$ cat src/sv/ilt_pkg.sv
// Shared types, codes and constants for the INI line tokenizer.
package ilt_pkg;

  // Lexer modes
  localparam logic [3:0] MODE_IDLE      = 4'd0;
  localparam logic [3:0] MODE_COMMENT   = 4'd1;
  localparam logic [3:0] MODE_SEC_START = 4'd2;
  localparam logic [3:0] MODE_SEC_BODY  = 4'd3;
  localparam logic [3:0] MODE_SEC_ESC   = 4'd4;
  localparam logic [3:0] MODE_KEY       = 4'd5;
  localparam logic [3:0] MODE_VALUE     = 4'd6;
  localparam logic [3:0] MODE_SKIP      = 4'd7;

  // Event codes
  localparam logic [3:0] EV_SEC_CHAR  = 4'd0;
  localparam logic [3:0] EV_KEY_CHAR  = 4'd1;
  localparam logic [3:0] EV_VAL_CHAR  = 4'd2;
  localparam logic [3:0] EV_SEC_DONE  = 4'd3;
  localparam logic [3:0] EV_SEC_EMPTY = 4'd4;
  localparam logic [3:0] EV_TAG       = 4'd5;
  localparam logic [3:0] EV_KEYVAL    = 4'd6;
  localparam logic [3:0] EV_SEC_ERR   = 4'd7;
  localparam logic [3:0] EV_INVALID   = 4'd8;
  localparam logic [3:0] EV_END       = 4'd9;

  // Input kinds
  localparam logic KIND_DATA = 1'b0;
  localparam logic KIND_EOS  = 1'b1;

  // Characters
  localparam logic [7:0] CH_NUL    = 8'h00;
  localparam logic [7:0] CH_TAB    = 8'h09;
  localparam logic [7:0] CH_LF     = 8'h0A;
  localparam logic [7:0] CH_CR     = 8'h0D;
  localparam logic [7:0] CH_SPACE  = 8'h20;
  localparam logic [7:0] CH_SEMI   = 8'h3B;
  localparam logic [7:0] CH_EQUAL  = 8'h3D;
  localparam logic [7:0] CH_LBRACK = 8'h5B;
  localparam logic [7:0] CH_BSLASH = 8'h5C;
  localparam logic [7:0] CH_RBRACK = 8'h5D;
  localparam logic [7:0] CH_LOWZ   = 8'h7A;

  localparam logic [15:0] LINE_MAX = 16'hFFFF;

  // Result queue depth (at least 2)
  localparam int ILT_RES_DEPTH = 4;

  typedef struct packed {
    logic       kind;
    logic [7:0] byte_value;
  } in_word_t;

  typedef struct packed {
    logic [3:0]  event_res;
    logic [7:0]  char_out;
    logic [15:0] line_number;
  } out_word_t;

  // Results of one lexer step: up to two words
  typedef struct packed {
    logic [1:0] count;
    out_word_t  r0;
    out_word_t  r1;
  } step_res_t;

endpackage

$ cat src/sv/ini_line_tokenizer.sv
// Top level of the INI line tokenizer: lexer state, step logic and result queue.
//
//   channel | direction | word type  | handshake
//   src     | in        | in_word_t  | src_valid / src_stall
//   res     | out       | out_word_t | res_valid / res_stall
//
// A byte is taken every cycle while the result queue has room for two words;
// its words are written to the queue as it is taken and leave it one per cycle
// while res_stall is low. Items that give two words (an escape not before ']',
// end of stream inside a section, key or value) may fill the queue.
// Reset sets the mode to idle, the line count to one and empties the queue.
// res_stall backs up the queue, which then raises src_stall.
module ini_line_tokenizer import ilt_pkg::*; #(
  parameter int ResDepth = ILT_RES_DEPTH
) (
  input  logic      clk,
  input  logic      rst,
  input  logic      src_valid,
  output logic      src_stall,
  input  in_word_t  src_word,
  output logic      res_valid,
  input  logic      res_stall,
  output out_word_t res_word
);

  logic [3:0]  mode, mode_next;
  logic [15:0] line, line_next;
  step_res_t   step;
  logic        room2;
  logic        accept;

  assign accept    = src_valid && !src_stall;
  assign src_stall = !room2;

  ilt_step u_step (
    .mode      (mode),
    .line      (line),
    .word      (src_word),
    .mode_next (mode_next),
    .line_next (line_next),
    .res       (step)
  );

  // lexer state
  always_ff @(posedge clk) begin
    if (rst) begin
      mode <= MODE_IDLE;
      line <= 16'd1;
    end else if (accept) begin
      mode <= mode_next;
      line <= line_next;
    end
  end

  ilt_fifo #(
    .Depth (ResDepth)
  ) u_fifo (
    .clk       (clk),
    .rst       (rst),
    .wr        (step),
    .wr_en     (accept),
    .room2     (room2),
    .res_valid (res_valid),
    .res_stall (res_stall),
    .res_word  (res_word)
  );

`ifndef SYNTHESIS
  // end of stream always yields at least the end word
  a_eos_result: assert property (@(posedge clk) disable iff (rst)
    accept && (src_word.kind == KIND_EOS || src_word.byte_value == CH_NUL) |=> res_valid)
    else $error("end of stream gave no result word");

  // end of stream returns the lexer to idle
  a_eos_idle: assert property (@(posedge clk) disable iff (rst)
    accept && (src_word.kind == KIND_EOS || src_word.byte_value == CH_NUL)
    |=> mode == MODE_IDLE)
    else $error("lexer not idle after end of stream");

  // line count never drops to zero
  a_line_nonzero: assert property (@(posedge clk) disable iff (rst)
    res_valid |-> res_word.line_number != 16'd0)
    else $error("line number zero on output");

  // queue is empty and open right after reset
  a_reset_open: assert property (@(posedge clk)
    rst |=> !src_stall && !res_valid)
    else $error("queue not empty after reset");
`endif

endmodule

$ cat src/sv/ilt_step.sv
// Combinational lexer step: next mode, next line count and up to two result words.
module ilt_step import ilt_pkg::*; (
  input  logic [3:0]  mode,
  input  logic [15:0] line,
  input  in_word_t    word,
  output logic [3:0]  mode_next,
  output logic [15:0] line_next,
  output step_res_t   res
);

  logic       eos;
  logic       bump;
  logic [7:0] b;
  logic [1:0] cnt;
  logic [3:0] ev0, ev1;
  logic [7:0] ch0, ch1;

  assign b   = word.byte_value;
  assign eos = (word.kind == KIND_EOS) || (b == CH_NUL);

  // mode transition and event selection
  always_comb begin
    mode_next = mode;
    bump      = 1'b0;
    cnt       = 2'd0;
    ev0       = EV_END;
    ch0       = CH_NUL;
    ev1       = EV_END;
    ch1       = CH_NUL;
    if (eos) begin
      mode_next = MODE_IDLE;
      unique case (mode)
        MODE_SEC_START, MODE_SEC_BODY, MODE_SEC_ESC: begin
          cnt = 2'd2;
          ev0 = EV_SEC_ERR;
        end
        MODE_KEY, MODE_VALUE: begin
          bump = 1'b1;
          cnt  = 2'd2;
          ev0  = EV_KEYVAL;
        end
        MODE_COMMENT, MODE_SKIP: begin
          bump = 1'b1;
          cnt  = 2'd1;
        end
        default: begin
          cnt = 2'd1;
        end
      endcase
    end else begin
      unique case (mode)
        MODE_COMMENT, MODE_SKIP: begin
          if (b == CH_LF) begin
            bump      = 1'b1;
            mode_next = MODE_IDLE;
          end
        end
        MODE_SEC_START, MODE_SEC_BODY: begin
          priority if (b == CH_RBRACK) begin
            cnt       = 2'd1;
            ev0       = (mode == MODE_SEC_START) ? EV_SEC_EMPTY : EV_SEC_DONE;
            mode_next = MODE_IDLE;
          end else if (b == CH_BSLASH) begin
            mode_next = MODE_SEC_ESC;
          end else if (b == CH_LF) begin
            cnt       = 2'd1;
            ev0       = EV_SEC_ERR;
            mode_next = MODE_IDLE;
          end else begin
            cnt       = 2'd1;
            ev0       = EV_SEC_CHAR;
            ch0       = b;
            mode_next = MODE_SEC_BODY;
          end
        end
        MODE_SEC_ESC: begin
          cnt = 2'd2;
          ev0 = EV_SEC_CHAR;
          ch0 = CH_BSLASH;
          priority if (b == CH_RBRACK) begin
            cnt       = 2'd1;
            ch0       = CH_RBRACK;
            mode_next = MODE_SEC_BODY;
          end else if (b == CH_LF) begin
            ev1       = EV_SEC_ERR;
            mode_next = MODE_IDLE;
          end else begin
            ev1       = EV_SEC_CHAR;
            ch1       = b;
            mode_next = MODE_SEC_BODY;
          end
        end
        MODE_KEY: begin
          priority if (b == CH_EQUAL) begin
            mode_next = MODE_VALUE;
          end else if (b == CH_LF) begin
            bump      = 1'b1;
            cnt       = 2'd1;
            ev0       = EV_TAG;
            mode_next = MODE_IDLE;
          end else begin
            cnt = 2'd1;
            ev0 = EV_KEY_CHAR;
            ch0 = b;
          end
        end
        MODE_VALUE: begin
          if (b == CH_LF || b == CH_CR) begin
            bump      = 1'b1;
            cnt       = 2'd1;
            ev0       = EV_KEYVAL;
            mode_next = MODE_IDLE;
          end else begin
            cnt = 2'd1;
            ev0 = EV_VAL_CHAR;
            ch0 = b;
          end
        end
        default: begin
          // between tokens
          mode_next = MODE_IDLE;
          priority if (b == CH_SPACE || b == CH_TAB) begin
            mode_next = MODE_IDLE;
          end else if (b == CH_LF) begin
            bump = 1'b1;
          end else if (b == CH_SEMI) begin
            mode_next = MODE_COMMENT;
          end else if (b == CH_LBRACK) begin
            mode_next = MODE_SEC_START;
          end else if (b == CH_EQUAL) begin
            mode_next = MODE_VALUE;
          end else if (b > CH_SPACE && b <= CH_LOWZ) begin
            cnt       = 2'd1;
            ev0       = EV_KEY_CHAR;
            ch0       = b;
            mode_next = MODE_KEY;
          end else begin
            cnt       = 2'd1;
            ev0       = EV_INVALID;
            ch0       = b;
            mode_next = MODE_SKIP;
          end
        end
      endcase
    end
  end

  // saturating line count; every word of an item carries the updated count
  assign line_next = (bump && line != LINE_MAX) ? line + 16'd1 : line;

  assign res.count          = cnt;
  assign res.r0.event_res   = ev0;
  assign res.r0.char_out    = ch0;
  assign res.r0.line_number = line_next;
  assign res.r1.event_res   = ev1;
  assign res.r1.char_out    = ch1;
  assign res.r1.line_number = line_next;

endmodule

$ cat src/sv/ilt_fifo.sv
// Result queue: takes up to two words per cycle, hands out one while res_stall is low.
module ilt_fifo import ilt_pkg::*; #(
  parameter int Depth = ILT_RES_DEPTH
) (
  input  logic      clk,
  input  logic      rst,
  input  step_res_t wr,
  input  logic      wr_en,
  output logic      room2,
  output logic      res_valid,
  input  logic      res_stall,
  output out_word_t res_word
);

  localparam int PW = (Depth > 1) ? $clog2(Depth) : 1;
  localparam int CW = $clog2(Depth + 1);
  localparam logic [PW-1:0] LAST = PW'(Depth - 1);

  out_word_t        mem [Depth];
  logic [PW-1:0]    rd_ptr, rd_ptr_next;
  logic [PW-1:0]    wr_ptr, wr_ptr_next, wr_ptr1;
  logic [CW-1:0]    level, level_next;
  logic [1:0]       wr_cnt;
  logic             rd;

  function automatic logic [PW-1:0] inc(input logic [PW-1:0] p);
    return (p == LAST) ? '0 : p + PW'(1);
  endfunction

  assign wr_cnt    = wr_en ? wr.count : 2'd0;
  assign rd        = res_valid && !res_stall;
  assign res_valid = (level != '0);
  assign res_word  = mem[rd_ptr];
  assign room2     = (level <= CW'(Depth - 2));
  assign wr_ptr1   = inc(wr_ptr);

  // pointer and fill level update
  always_comb begin
    rd_ptr_next = rd ? inc(rd_ptr) : rd_ptr;
    unique case (wr_cnt)
      2'd1:    wr_ptr_next = wr_ptr1;
      2'd2:    wr_ptr_next = inc(wr_ptr1);
      default: wr_ptr_next = wr_ptr;
    endcase
    level_next = level + CW'(wr_cnt) - CW'(rd);
  end

  always_ff @(posedge clk) begin
    if (rst) begin
      rd_ptr <= '0;
      wr_ptr <= '0;
      level  <= '0;
    end else begin
      rd_ptr <= rd_ptr_next;
      wr_ptr <= wr_ptr_next;
      level  <= level_next;
    end
  end

  // storage
  always_ff @(posedge clk) begin
    if (wr_cnt != 2'd0) begin
      mem[wr_ptr] <= wr.r0;
    end
    if (wr_cnt == 2'd2) begin
      mem[wr_ptr1] <= wr.r1;
    end
  end

endmodule
$ cat config.mk
export PLATFORM = sky130hd
export DESIGN_NAME = ini_line_tokenizer
export DESIGN_NICKNAME = d
export VERILOG_FILES = /design/src/sv/ilt_pkg.sv /design/src/sv/ini_line_tokenizer.sv /design/src/sv/ilt_step.sv /design/src/sv/ilt_fifo.sv
export SDC_FILE = /design/constraint.sdc
export NUM_CORES = 1
export LEC_CHECK = 0
export ABC_AREA = 1
export BUFFER_PORTS_ARGS = -buffer_cell sky130_fd_sc_hd__buf_2
export CAP_MARGIN = 5
export CORE_MARGIN = 2
export CORE_UTILIZATION = 45
export CTS_CLUSTER_DIAMETER = 60
export CTS_CLUSTER_SIZE = 40
export DETAILED_ROUTE_END_ITERATION = 16
export MAX_ROUTING_LAYER = met4
export PLACE_DENSITY = 0.6
export SLEW_MARGIN = 15
export SYNTH_ARGS = -nofsm -noshare
export SYNTH_HDL_FRONTEND = slang
export SYNTH_SLANG_ARGS = --single-unit
$ cat constraint.sdc
create_clock -name clk -period 9.2 [get_ports clk]
set_input_delay 1.84 -clock clk [delete_from_list [all_inputs] [get_ports clk]]
set_output_delay 1.84 -clock clk [all_outputs]
set_load 0.005 [all_outputs]
==> results_dict.tcl, run 1 <==
set metrics [dict create \
    tns_ns 0 \
    dp_hpwl_um 12900 \
    synthDistinctLibCells 42 \
    hold_path_class "reg -> reg" \
    r2r-end "u_fifo.mem[2][15]$_DFFE_PP_" \
    crit_path_end_kind "flop" \
    io_buffers 42 \
    die_h_um 134 \
    r2r_cells 11 \
    drc 0 \
    cp_num_buf_inv 4 \
    rsz0062_at_grt "false" \
    worst_path_max_delay_cell "buf_4" \
    antenna_found_initial 0 \
    max_stage_delay_ns 0.39 \
    seq_power_share_pct 40.3 \
    period_share_pct 48.5 \
    netSwitchingFraction_pct 33.8 \
    area_delta_synth_final_pct 13.1 \
    grt_usage_pct 22.8 \
    p_leak_nw 3.73 \
    clk_path_buf_depth 2 \
    clock_sinks 141 \
    tightest_slew_ns 1.08 \
    root_buffer "clkbuf_16" \
    post_cts_buffers 0 \
    grt_max_degree 58 \
    internal_power_w 0.00147 \
    worstSetupPathType "in -> reg" \
    period_needed_ns 4.46 \
    final_cell_mix "nand2_1 (242), edfxtp_1 (112), nor2_1 (108)" \
    wl_um 19300 \
    yosysSeqAreaShare_pct 51.5 \
    cpLargestDelayFamily "simple AND/OR/NAND/NOR gates" \
    synth.net_count 959 \
    clock_power_share_pct 32.0 \
    peakVddDrop_mv 0.147 \
    yosys_warnings 0 \
    ctsHoldBuffers 0 \
    diodes 0 \
    clock_latency_ns 0.43 \
    nets 988 \
    cts_made_buffers 17 \
    reg2reg_setup_slack_ns 5.81 \
    dr.pass1.iters 5 \
    hold_viol 0 \
    holdPathEnd "mode[2]$_SDFFE_PP0P_" \
    n_fill_cell 1591 \
    start_kind "input pin" \
    crit_chain "buf_2 > nor2_1 > nand2_2 > nor2_2 > nor2_8 > inv_4 > nor3_4 > inv_2 > a21oi_1 > ha_1 > nand2_1 > o21ai_2 > buf_4" \
    p_switching_w 0.000751 \
    synth_edf_count 112 \
    cap_violations 0 \
    die_width_um 134 \
    holdCritStartpoint "mode[2]$_SDFFE_PP0P_" \
    mostFrequentLayoutCell "nand2_1" \
    worst-endpoint-arrival_ns 4.54 \
    ant_nets 0 \
    fmax_mhz 224 \
    syn-instance-count 931 \
    vias 6397 \
    status "finished clean" \
    overflow 0 \
    slew_headroom_pct 27.7 \
    coreArea_mm2 0.0166 \
    clkTransAtPathRegs_ns 0.06 \
    grt_pass1_wl_um 30900 \
    drt-initial-drc-count 580 \
    gp_congestion 0.958 \
    viasPerCell 5.36 \
    pwr-share-comb_pct 27.7 \
    avgRoutedWirePerCell_um 16.2 \
    cts_tree "built" \
    synth-seq-cells 141 \
    ios 43 \
    critPathMaxFanout 28 \
    initial_core_util_pct 46.1 \
    synthArstFlopShare_pct 0 \
    cts_max_level 4 \
    dieArea_mm2 0.0181 \
    drv_slew 0 \
    ctsResizeCount 0 \
    synth_flop_cell "edfxtp_1" \
    critical_path_required_ns 9.27 \
    netlist_area_mm2 0.00765 \
    first_global_vias 5862 \
    powerDensity_mw_per_mm2 257 \
    hold-path-cell-count 2 \
    fin_total_pwr_w 0.00222 \
    rr_startpoint "mode[0]$_SDFFE_PP0P_" \
    finalSetupViolCount 0 \
    avgSynthCellArea_um2 8.22 \
    fin_skew_ns 0.0118 \
    layout-drive-gt1-share_pct 11.6 \
    hold_ws_ns 0.517 \
    rows 47 \
]
## Yosys cell counts, drive strengths merged (14+ instances only)
master    n  share of area [%]
a21oi    28                1.8
clkbuf   32                1.6
dfxtp    29                7.6
edfxtp  112                 44
ha       14                2.3
inv      94                4.6
nand2   247                 12
nand3    82                5.5
nor2    117                6.4
o21ai    91                6.0
o22ai    28                2.3
## stage by stage
step | cells | util [%] | setup WS [ns] | instance area [um2]
6_report | 1193 | 52.2 | 4.74 | 8660
5_1_grt | 1193 | 52.2 | 4.41 | 8660
4_1_cts | 1193 | 52.2 | 4.78 | 8660
3_5_place_dp | 1161 | 48.5 | 4.34 | 8040
3_3_place_gp | 1161 | 48.5 | 4.32 | 8040
2_1_floorplan | 931 | - | 3.52 | 7650
## layer usage
metal  vias up  global-route usage, %  part of all wire [%]
li1       3188                      -                     -
met3        20                   4.84                   7.1
met1      2961                   32.5                    48
met4         0                   7.08                   1.3
met2       228                   32.9                    43
met5         -                      -                     0
## area by class of cell
class	count	area [um2]	share of cell area (%)
clock buffer	18	429	4.96
clock inverter	14	183	2.11
inverter	95	359	4.15
multi-input combinational	656	3200	37.0
sequential	141	3950	45.6
tap	220	275	3.18
timing repair buffer	49	263	3.04
## worst max path at each step
stage	endpoint	slack, ns	cells after the start	start
floorplan	u_fifo.mem[0][0]$_DFFE_PP_	3.52	14	src_word[2]
global placement	u_fifo.mem[1][9]$_DFFE_PP_	4.32	13	src_word[4]
detailed placement	u_fifo.mem[3][19]$_DFFE_PP_	4.34	13	src_word[0]
CTS	u_fifo.mem[1][2]$_DFFE_PP_	4.78	13	src_word[0]
global route	u_fifo.mem[1][26]$_DFFE_PP_	4.41	14	src_word[0]
finish	u_fifo.mem[2][15]$_DFFE_PP_	4.74	13	src_word[0]
## worst reg2reg max path: stages, from the launching register on
cell	delay, ns
dfxtp_1	0.40
nor2_1	0.17
nor2_2	0.10
nor2_2	0.25
inv_2	0.15
nor3_4	0.43
inv_2	0.20
a21oi_1	0.21
ha_1	0.26
nand2_1	0.33
o21ai_2	0.14
buf_4	0.39
## sequential cells by signal, indices dropped and copies added (netlist names), named ones only
signal	cells
u_fifo.wr_ptr	2
u_fifo.level	3
u_fifo.rd_ptr	2
u_fifo.mem	112
line	16
mode	4
## power groups by stage
stage	Clock, W	Combinational (W)	Sequential (W)
floorplan	0	0.000422	0.000881
global placement	0	0.000610	0.000910
detailed placement	0	0.000613	0.000910
CTS	0.000719	0.000616	0.000897
global route	0.000746	0.000695	0.000909
finish	0.000712	0.000615	0.000897
## kinds of logic after synthesis
kind of cell / synth area share [%]
xor gates and xnor gates: 1.49
adders and majority gates: 2.55
AOI/OAI and AO/OA: 10.9
and+or+nand+nor: 26.7
DFF: 51.5
buffers and inverters: 6.82
Power figures use the tool's default switching activity.
==> run 2, diff against run 1 <==
clock period = 4.4 ns   (was 9.2 ns; I/O delays follow)
==> results_dict.tcl, run 2 (synthesis results as in run 1) <==
set metrics [dict create \
    status "finished clean" \
    grt_usage_pct 23.0 \
    post_cts_buffers 0 \
    coreArea_mm2 0.0166 \
    start_kind "input pin" \
    die_h_um 134 \
    drc 0 \
    hold_ws_ns 0.490 \
    powerDensity_mw_per_mm2 527 \
    hold-path-cell-count 2 \
    drv_slew 0 \
    hold_path_class "reg -> reg" \
    fin_cells 1197 \
    ios 43 \
    final_area_mm2 0.00865 \
    diodes 0 \
    period_share_pct 79.2 \
    ctsHoldBuffers 0 \
    overflow 0 \
    worst-endpoint-arrival_ns 3.54 \
    holdCritStartpoint "u_fifo.rd_ptr[1]$_SDFFE_PP0P_" \
    fmax_mhz 287 \
    area_delta_synth_final_pct 13.1 \
    cts_max_level 4 \
    place_inst 1165 \
    slew_headroom_pct 43.5 \
    reg2reg_setup_slack_ns 1.10 \
    peakVddDrop_mv 0.360 \
    finalSetupViolCount 0 \
    antenna_found_initial 0 \
    reg.largest.list "u_fifo.mem: 112 flops, line: 16 flops, mode: 4 flops" \
    rsz0062_at_grt "false" \
    critPathMaxFanout 28 \
    worstSetupPathType "in -> reg" \
    cts_made_buffers 17 \
    layout-drive-gt1-share_pct 12.1 \
    ctsResizeCount 0 \
    ant_nets 0 \
    dieArea_mm2 0.0181 \
    period_needed_ns 3.48 \
    holdPathEnd "u_fifo.rd_ptr[1]$_SDFFE_PP0P_" \
    grt_pass1_wl_um 31200 \
    viasPerCell 5.31 \
    root_buffer "clkbuf_16" \
    clock_latency_ns 0.41 \
    clk_path_buf_depth 2 \
    r2r-end "u_fifo.mem[3][25]$_DFFE_PP_" \
    tns_ns 0 \
    final_core_utilization_pct 52.2 \
    wl_um 19400 \
    io_buffers 42 \
    crit_path_end_kind "flop" \
    cts_tree "built" \
    rows 47 \
    critical_path_required_ns 4.46 \
    grt_max_degree 57 \
    r2r_cells 11 \
    clkTransAtPathRegs_ns 0.06 \
    regMostFlops "u_fifo.mem" \
    fin_skew_ns 0.00898 \
    cap_violations 0 \
    avgRoutedWirePerCell_um 16.2 \
    mostFrequentLayoutCell "nand2_1" \
    rr_startpoint "mode[0]$_SDFFE_PP0P_" \
    die_width_um 134 \
    largest_reg_flops 112 \
    dr.pass1.iters 5 \
    p_leak_nw 3.74 \
    placed_area_mm2 0.00807 \
    nets 992 \
    hold_viol 0 \
    tightest_slew_ns 0.847 \
    gp_congestion 0.949 \
    drt-initial-drc-count 548 \
    clock_sinks 141 \
    vias 6354 \
    first_global_vias 5796 \
    dp_hpwl_um 13200 \
    initial_core_util_pct 46.1 \
    final_cell_mix "nand2_1 (242), edfxtp_1 (112), nor2_1 (108)" \
]
==> run 2: critical path, cell delays in order <==
cell     delay (ns)
buf_2          0.17
nor2_1         0.09
nand2_2        0.10
nor2_2         0.07
nor2_8         0.25
inv_4          0.12
nor3_4         0.32
inv_2          0.19
a21oi_1        0.21
ha_1           0.27
nand2_1        0.32
o21ai_2        0.13
buf_4          0.40
==> run 2: metrics by stage <==
| stage | total power [W] | setup WS, ns |
|---|---|---|
| 2_1_floorplan | 0.00273 | -0.317 |
| 3_3_place_gp | 0.00319 | 0.492 |
| 3_5_place_dp | 0.00319 | 0.545 |
| 4_1_cts | 0.00460 | 0.977 |
| 5_1_grt | 0.00485 | 0.691 |
| 6_report | 0.00456 | 0.917 |
==> run 2: how the worst max path moves through the flow <==
stage                                             end  slack, ns   startpoint  depth (start not counted)
after floorplan            u_fifo.mem[1][0]$_DFFE_PP_      -0.32  src_word[2]                         14
after global placement     u_fifo.mem[3][9]$_DFFE_PP_       0.49  src_word[0]                         13
after detailed placement   u_fifo.mem[3][5]$_DFFE_PP_       0.55  src_word[0]                         13
after CTS                 u_fifo.mem[3][25]$_DFFE_PP_       0.98  src_word[0]                         13
after global routing      u_fifo.mem[1][26]$_DFFE_PP_       0.69  src_word[1]                         17
final                     u_fifo.mem[3][25]$_DFFE_PP_       0.92  src_word[0]                         13
==> run 2: area by class of cell <==
cell class,count,area [um2]
fill,1572,7930
tap,220,275
multi-input combinational,656,3200
sequential,141,3950
timing repair buffer,53,293
clock inverter,14,149
inverter,95,359
clock buffer,18,429
==> run 2: routing by layer <==
metal,GRT usage (%),wire [um]
met5,-,0
met4,5.50,158
met3,3.63,1010
met2,33.6,8620
met1,33.8,9610
==> run 2: power breakdown <==
part / leakage, nW / internal (W) / switching, W
Combinational: 2.18 / 0.000441 / 0.000881
Clock: 0.278 / 0.000801 / 0.000602
Sequential: 1.28 / 0.00174 / 0.0000981
Total: 3.74 / 0.00298 / 0.00158
==> run 3, diff against run 2 <==
clock period = 3.5 ns   (was 4.4 ns; I/O delays follow)
==> results_dict.tcl, run 3 (synthesis results as in run 1) <==
set metrics [dict create \
    antenna_found_initial 0 \
    area_delta_synth_final_pct 14.9 \
    hold-path-cell-count 2 \
    top_usage_layer "met2" \
    die_width_um 134 \
    r2r_cells 14 \
    finalSetupViolCount 0 \
    n_fill_cell 1580 \
    worstSetupPathType "reg -> reg" \
    p_switching_w 0.00195 \
    rows 47 \
    p_leak_nw 3.81 \
    crit_path_end_kind "flop" \
    avgRoutedWirePerCell_um 16.1 \
    grt_use_met2_pct 34.0 \
    drv_slew 0 \
    first_global_vias 5853 \
    pwr-share-comb_pct 29.0 \
    cts_made_buffers 17 \
    root_buffer "clkbuf_16" \
    hold_path_class "reg -> reg" \
    period_needed_ns 2.92 \
    grtUsageMet3_pct 4.84 \
    internal_power_w 0.00390 \
    cap_violations 0 \
    mostFrequentLayoutCell "nand2_1" \
    clock_power_share_pct 31.6 \
    coreArea_mm2 0.0166 \
    diodes 0 \
    critPathMaxFanout 12 \
    dieArea_mm2 0.0181 \
    cts_max_level 4 \
    fin_cells 1206 \
    status "finished clean" \
    hold_viol 0 \
    dp_hpwl_um 13100 \
    wl_um 19400 \
    reg.largest.list "u_fifo.mem: 112 flops, line: 16 flops, mode: 4 flops" \
    largest_reg_flops 112 \
    placed_area_mm2 0.00818 \
    regMostFlops "u_fifo.mem" \
    place_inst 1174 \
    worst_path_max_delay_cell "dfxtp_1" \
    peakVddDrop_mv 0.376 \
    clock_sinks 141 \
    gp_congestion 0.947 \
    drt-initial-drc-count 566 \
    final_core_utilization_pct 53.0 \
    powerDensity_mw_per_mm2 665 \
    viasPerCell 5.26 \
    ctsResizeCount 0 \
    dr.pass1.iters 6 \
    crit_top_cell "nand2_1" \
    clock_latency_ns 0.42 \
    rsz0062_at_grt "false" \
    post_cts_buffers 0 \
    final_cell_mix "nand2_1 (242), edfxtp_1 (112), nor2_1 (108)" \
    overflow 0 \
    seq_power_share_pct 39.4 \
    cts_tree "built" \
    crit_chain "nor2_1 > nor2_2 > nor2_2 > nand2_1 > o21ai_0 > nor3_1 > nand2_1 > nand2_1 > nand2_1 > nand2_1 > ha_1 > nand2_1 > inv_1 > o21ai_0" \
    critical_path_required_ns 3.64 \
    io_buffers 42 \
    netSwitchingFraction_pct 33.3 \
    grt_usage_pct 23.1 \
    drc 0 \
    period_share_pct 83.3 \
    initial_core_util_pct 46.1 \
    worst-endpoint-arrival_ns 3.05 \
    grt_pass1_wl_um 31200 \
    slew_headroom_pct 51.3 \
    max_stage_delay_ns 0.51 \
    clk_path_buf_depth 2 \
    die_h_um 134 \
    tns_ns 0 \
    layout-drive-gt1-share_pct 12.9 \
    fmax_mhz 343 \
    grt_max_degree 57 \
    nets 1001 \
    fin_skew_ns 0.00865 \
    final_area_mm2 0.00879 \
    start_kind "flop" \
    ios 43 \
    grt_use_met1_pct 33.0 \
    clkTransAtPathRegs_ns 0.06 \
    ctsHoldBuffers 0 \
    ant_nets 0 \
    vias 6343 \
    tightest_slew_ns 0.722 \
]
## run 3: layout make-up
| class | instances | area (um2) | share of cell area [%] |
|---|---|---|---|
| clock inverters | 15 | 186 | 2.12 |
| repair buffers | 62 | 398 | 4.53 |
| multi-input cells | 656 | 3200 | 36.4 |
| well taps | 220 | 275 | 3.13 |
| inverters | 95 | 359 | 4.08 |
| clock buffers | 17 | 425 | 4.84 |
| flip-flops and latches | 141 | 3950 | 44.9 |
## run 3: worst max-delay path, delay by kind of cell (launching register included)
kind / cells / cell delay (ns)
adders and majority gates: 1 / 0.24
AOI/OAI and AO/OA: 2 / 0.27
buffers and inverters: 1 / 0.36
and+or+nand+nor: 10 / 1.24
DFF: 1 / 0.51
## run 3: path summary, 6_finish.rpt
check	startpoint	end	slack (ns)
setup / recovery	mode[0]$_SDFFE_PP0P_	u_fifo.mem[3][22]$_DFFE_PP_	0.58
hold / removal	u_fifo.rd_ptr[1]$_SDFFE_PP0P_	u_fifo.rd_ptr[1]$_SDFFE_PP0P_	0.49
setup reg to reg	mode[0]$_SDFFE_PP0P_	u_fifo.mem[3][22]$_DFFE_PP_	0.58
hold reg to reg	u_fifo.rd_ptr[1]$_SDFFE_PP0P_	u_fifo.rd_ptr[1]$_SDFFE_PP0P_	0.49
## run 3: metal layers
layer / vias up / routed length, um
li1: 3209 / -
met1: 2934 / 9470
met2: 187 / 8610
met3: 13 / 1150
met4: 0 / 164
met5: - / 0
## run 3: power by group through the flow
stage	combinational (W)	sequential, W	clock, W
2_1_floorplan	0.00111	0.00231	0
3_3_place_gp	0.00170	0.00234	0
3_5_place_dp	0.00170	0.00234	0
4_1_cts	0.00171	0.00230	0.00188
5_1_grt	0.00192	0.00233	0.00194
6_report	0.00169	0.00230	0.00185
## run 3: metrics by stage
| stage | setup WS, ns | hold slack (ns) | power [W] |
|---|---|---|---|
| floorplan | -0.291 | 0.458 | 0.00342 |
| global placement | 0.235 | 0.482 | 0.00403 |
| detailed placement | 0.233 | 0.497 | 0.00404 |
| CTS | 0.632 | 0.506 | 0.00590 |
| global route | 0.337 | 0.536 | 0.00619 |
| finish | 0.584 | 0.494 | 0.00585 |
